<file path="config.mk">
export PLATFORM = sky130hd
export DESIGN_NAME = pwgt_ctrl
export DESIGN_NICKNAME = d
export VERILOG_FILES = /design/src/pwgt_pkg.sv /design/src/pwgt_ctrl.sv
export SDC_FILE = /design/constraint.sdc
export NUM_CORES = 1
export LEC_CHECK = 0
export ABC_AREA = 0
export BUFFER_PORTS_ARGS = -buffer_cell sky130_fd_sc_hd__buf_2
export CORE_AREA = 2 2 39 41
export CTS_CLUSTER_DIAMETER = 60
export DETAILED_ROUTE_END_ITERATION = 7
export DIE_AREA = 0 0 41 43
export HOLD_SLACK_MARGIN = 0.15
export PLACE_DENSITY_LB_ADDON = 0.12
export SYNTH_ARGS = -nofsm -noshare
export SYNTH_HDL_FRONTEND = slang
export SYNTH_SLANG_ARGS = --single-unit
</file>
<file path="constraint.sdc">
create_clock -name i_clk -period 1.4 [get_ports i_clk]
set_input_delay 0.28 -clock i_clk [delete_from_list [all_inputs] [get_ports i_clk]]
set_output_delay 0.28 -clock i_clk [all_outputs]
set_load 0.005 [all_outputs]
</file>
<file path="src/pwgt_pkg.sv">
// Shared constants and controller/datapath interface types for the page write gap tracker.
package pwgt_pkg;

    localparam int PAGE_BYTES    = 4096;
    localparam int PAGE_COUNT    = 1048576;
    localparam int MAX_REQ_PAGES = 64;

    localparam int OFFSET_W   = 32;
    localparam int SIZE_W     = 19;
    localparam int DATA_W     = 56;
    localparam int PAGE_IDX_W = 20;

    localparam int PAGE_SHIFT = $clog2(PAGE_BYTES);
    localparam int PAGE_AW    = $clog2(PAGE_COUNT);
    localparam int FP_W       = OFFSET_W - PAGE_SHIFT;
    localparam int AV_W       = OFFSET_W + 1;
    localparam int CNT_W      = $clog2(MAX_REQ_PAGES + 1);
    localparam int ENTRY_W    = DATA_W + 1;

    localparam logic [DATA_W-1:0] LIMIT_RESET = 56'd16106127360000;
    localparam logic [DATA_W-1:0] COUNT_MAX   = {DATA_W{1'b1}};

    typedef struct packed {
        logic clr;     // write a zero entry at the clear address, advance it
        logic accept;  // input beat taken this cycle
        logic upd;     // update current page, load result, step to next page
    } t_cmd;

    typedef struct packed {
        logic clr_done;   // clear address is at the last entry
        logic go;         // offered beat is a write below the limit with pages to handle
        logic last_page;  // current page is the final one of the run
        logic slot_free;  // result register empty or being taken
    } t_status;

endpackage

</file>
<file path="src/pwgt_ctrl.sv">
// Controller state machine: clearing pass, beat intake and per-page sequencing.
module pwgt_ctrl (
    input  logic             i_clk,
    input  logic             i_rst_n,
    input  logic             i_in_valid,
    input  pwgt_pkg::t_status i_status,
    output pwgt_pkg::t_cmd   o_cmd,
    output logic             o_in_ready
);
    import pwgt_pkg::*;

    typedef enum logic [1:0] {
        S_CLEAR,
        S_IDLE,
        S_READ,
        S_UPD
    } t_state;

    t_state r_state, n_state;
    logic   r_in_ready;
    logic   accept;

    assign accept = i_in_valid && r_in_ready;

    always_comb begin
        n_state = r_state;
        case (r_state)
            S_CLEAR: begin
                if (i_status.clr_done) begin
                    n_state = S_IDLE;
                end
            end
            S_IDLE: begin
                if (accept && i_status.go) begin
                    n_state = S_READ;
                end
            end
            S_READ: begin
                // read data lands in the RAM output register
                n_state = S_UPD;
            end
            S_UPD: begin
                if (i_status.slot_free) begin
                    n_state = i_status.last_page ? S_IDLE : S_READ;
                end
            end
            default: n_state = S_CLEAR;
        endcase
    end

    always_comb begin
        o_cmd.clr    = (r_state == S_CLEAR);
        o_cmd.accept = accept;
        o_cmd.upd    = (r_state == S_UPD) && i_status.slot_free;
    end

    always_ff @(posedge i_clk) begin
        if (!i_rst_n) begin
            r_state    <= S_CLEAR;
            r_in_ready <= 1'b0;
        end else begin
            r_state    <= n_state;
            r_in_ready <= (n_state == S_IDLE);
        end
    end

    assign o_in_ready = r_in_ready;

`ifndef SYNTHESIS
    a_go_starts_read: assert property (@(posedge i_clk) disable iff (!i_rst_n)
        (accept && i_status.go) |=> (r_state == S_READ))
        else $error("qualifying write did not start a page read");

    a_read_then_upd: assert property (@(posedge i_clk) disable iff (!i_rst_n)
        (r_state == S_READ) |=> (r_state == S_UPD))
        else $error("page read not followed by update");

    a_stall_holds: assert property (@(posedge i_clk) disable iff (!i_rst_n)
        (r_state == S_UPD && !i_status.slot_free) |=> (r_state == S_UPD))
        else $error("update left while result register was blocked");
`endif

endmodule

</file>
* Yosys cells after proc, flatten, opt, wreduce, memory -nomap -nowiden
Cells that the tools add are included.
** Operators by class
- Eq/ne operators :: 4
- Muxes and demuxes :: 5
- Reduce and logical (&&, ||, !) cells :: 4
** Operators with widths (count)
- two-way mux 2 bit :: 4
- case mux 2 bit (4 select lines) :: 1
- equality test 2 x 1 -> 1 bit, second input constant :: 2
- equality test 2 bit, second input constant :: 2
- logical AND 1 bit :: 3
- logical NOT 2 bit :: 1
** Storage, ports and cells
- Register bits :: 3
- Input port bits :: 7
- Output and inout port bits :: 4
- Logic and storage cells :: 15

* Longest topological paths before layout
- Depth after elaboration :: 5
- Gate-level depth with buffers :: 2
- Mapped depth without buffers :: 2

* Worst setup path after synthesis
Ideal clock, no wire load.
- Kind :: register to output
- Start point :: reg r_in_ready (netlist: o_in_ready)
- End point :: out o_cmd[1] in the netlist's numbering
- Arrival time :: 0.556 ns
- Required time :: 1.120 ns
- Slack :: 0.564 ns
- Cell stages (with the launch flop) :: 3
- Path buffers :: 1
- Cell sequence :: dfxtp_1 -> and2_1 -> buf_4
** On the way
- Longest elaborated chain between the ends :: 1
** RTL lines
- from (decl) :: RTL line pwgt_ctrl.sv:20 : logic r_in_ready;
- from (signal assigned) :: RTL line pwgt_ctrl.sv:63 : r_in_ready <= (n_state == S_IDLE);
- logical AND 1 bit :: RTL line pwgt_ctrl.sv:23 : assign accept = i_in_valid && r_in_ready;
- to (decl) :: RTL line pwgt_ctrl.sv:7 : output pwgt_pkg::t_cmd o_cmd,
Every way passes these cells.

==> out/qor.yml <==
status:
  outcome: "complete, no violations"
synth:
  yosys.area.top_type: "dfxtp_1"
  yosys_warnings: 0
  synthCells: 17
  ys_ff_latch: 3
  yosys.area.top_type_share: 0.381
  netlist_area_sq_um: 158
  synth_top_cells_by_area: "dfxtp_1, o32ai_1, and4_4, and3b_2, o211a_1"
  syn_avg_cell_area_sq_um: 9.27
  synth.distinct_cells: 13
  seq_area_frac_synth: 0.381
  synth_nets: 24
global_routing:
  grt_pass1_vias: 152
  gr-usage-all-layers: 0.0612
  grt_antenna_before_repair: 0
  grt_overflow_total: 0
  grt_start_max_net_pins: 7
  grt_first_pass_wirelength_um: 607
pwr:
  ir_drop_mv: 0.245
  leakage_nw: 0.132
  power_density_nw_per_um2: 1130
  total_power_mw: 0.277
finish:
  stdcell_area_sq_um: 246
  drive_gt1_frac: 0.533
  syn_to_final_growth_pct: 56.3
  fin_cells: 46
  nets: 38
  num_antenna_cells: 0
critical_path:
  regToRegSetupSlack_ns: 0.52
  r2r_start: "r_state[0]$_SDFF_PN0_"
  worstSetupPathType: "flop to output port"
  required_ns: 1.12
  worstReg2RegEnd: "r_state[0]$_SDFF_PN0_"
  reg2regPathDepth: 2
  critPathLaunch: "r_state[0]$_SDFF_PN0_"
  cp-end-kind: "output port"
  crit_fanout: 6
  cp-endpoint: "o_cmd[0]"
  cp.arrival_ns: 0.91
  cp-start-kind: "flop"
routing:
  drc_errors: 0
  drt-total-wl_um: 378
  viasPerCell: 3.87
  top_layer: "met3"
  firstDrtPassIters: 4
  drtIter0Drc: 2
  ant_nets: 0
  dr_wl_met2_um: 163
  wl_met1_um: 150
  num_vias: 178
  wl_per_cell_um: 8.22
  route.met3.wl_um: 64
floorplanning:
  die-width_um: 41
  ios: 11
  rows: 14
  core_area_sq_um: 1380
  start_util: 0.114
  fp.dieH_um: 43
  dieArea_sq_um: 1760
timing:
  max-slew-margin-rel: 0.849
  setup_tns_ns: 0
  setup_viol_count_final: 0
  max_freq_mhz: 838
  hold_viol: 0
  fin_crit_sh: 0.852
  fin_crit_ns: 1.19
  hold_ws_ns: 0.318
  rsz0062_at_grt: "no"
  skew_ns: 0.00280
  slew_viol_final: 0
  worst_slew_pin_slew_ns: 0.226
cts:
  clk_latency_ns: 0.23
  cts_tree: "yes"
  postCtsHoldBufs: 0
  cts_buffer_depth: 2
  cts_buffers: 3
  cts_setup_buffers: 0
  cts_resized: 0
  htree_levels: 1
  root_buffer: "clkbuf_4"
  numClockSinks: 3
  clk_pin_slew_worst_paths_ns: 0.04
place:
  placed_cell_area_sq_um: 220
  portBuffers: 10
  gp_congestion: 0.696
  dp.cells: 42
hold_path:
  holdCritPathClass: "input port to flop"
  min_delay_path_depth: 2
flow_run:
  cap_violations: 0
-- per-layer routing --
metal / GRT usage / vias up
li1: - / 89
met1: 0.0481 / 80
met2: 0.0656 / 9
met3: 0.0838 / 0
met4: 0.0600 / 0
met5: 0 / -
-- cell usage in the layout, fill, tap and decap left out, drive strengths merged --
master and instances:
and4 1, nor2 2, nand4 1, dfxtp 3
clkbuf 4, o32ai 2, inv 1, and3b 1
nand2b 1, o211a 1, nand2 1, buf 10
and3 1, and2 1
-- cells by family (layout without fill, tap and decap cells) --
kind of cell           count (synthesis)  in the layout  share of synthesized area
AND/OR/NAND/NOR                        9              9                      0.373
AO/OA/AOI/OAI                          3              3                      0.175
flip-flops                             3              3                      0.381
buffers and inverters                  2             15                     0.0714
-- cell type report --
cell class | instances | area, sq um
Tap cell | 16 | 20.0
Multi-Input combinational cell | 12 | 86.3
Fill cell | 170 | 1140
Sequential cell | 3 | 60.1
Inverter | 1 | 3.75
Clock buffer | 4 | 26.3
Timing Repair Buffer | 10 | 50.0
-- state kept, by name (all words and copies together), names as in the netlist --
register	cells
o_in_ready	1
r_state	2
-- cells in the mapped netlist --
master / n
and2_1: 1
nand2_1: 1
o32ai_1: 2
and3_2: 1
o211a_1: 1
nand2b_1: 1
buf_4: 1
and4_4: 1
and3b_2: 1
dfxtp_1: 3
nor2_1: 2
inv_1: 1
nand4_1: 1
-- critical path, stage by stage (launching register included) --
cell	delay (ns)
dfxtp_1	0.39
and3_2	0.19
buf_2	0.10
-- metrics by stage --
| stage | util | setup slack [ns] |
|---|---|---|
| after floorplan | - | 0.564 |
| after global placement | 0.159 | 0.426 |
| after detailed placement | 0.159 | 0.420 |
| after CTS | 0.178 | 0.191 |
| after global routing | 0.178 | 0.118 |
| final | 0.178 | 0.207 |
-- power breakdown --
part | internal [mW] | switching (mW)
clock network | 0.107 | 0.0420
logic | 0.0183 | 0.0127
registers | 0.0920 | 0.00591
total | 0.217 | 0.0606
-- how the worst min path moves through the flow --
stage,startpoint,to
global placement,r_state[1]$_SDFF_PN0_,r_state[0]$_SDFF_PN0_
detailed placement,r_state[1]$_SDFF_PN0_,r_state[0]$_SDFF_PN0_
floorplan,i_rst_n,r_state[1]$_SDFF_PN0_
CTS,i_rst_n,r_state[1]$_SDFF_PN0_
finish,i_rst_n,r_state[1]$_SDFF_PN0_
global route,i_rst_n,r_state[1]$_SDFF_PN0_
Power figures use the tool's default switching activity.
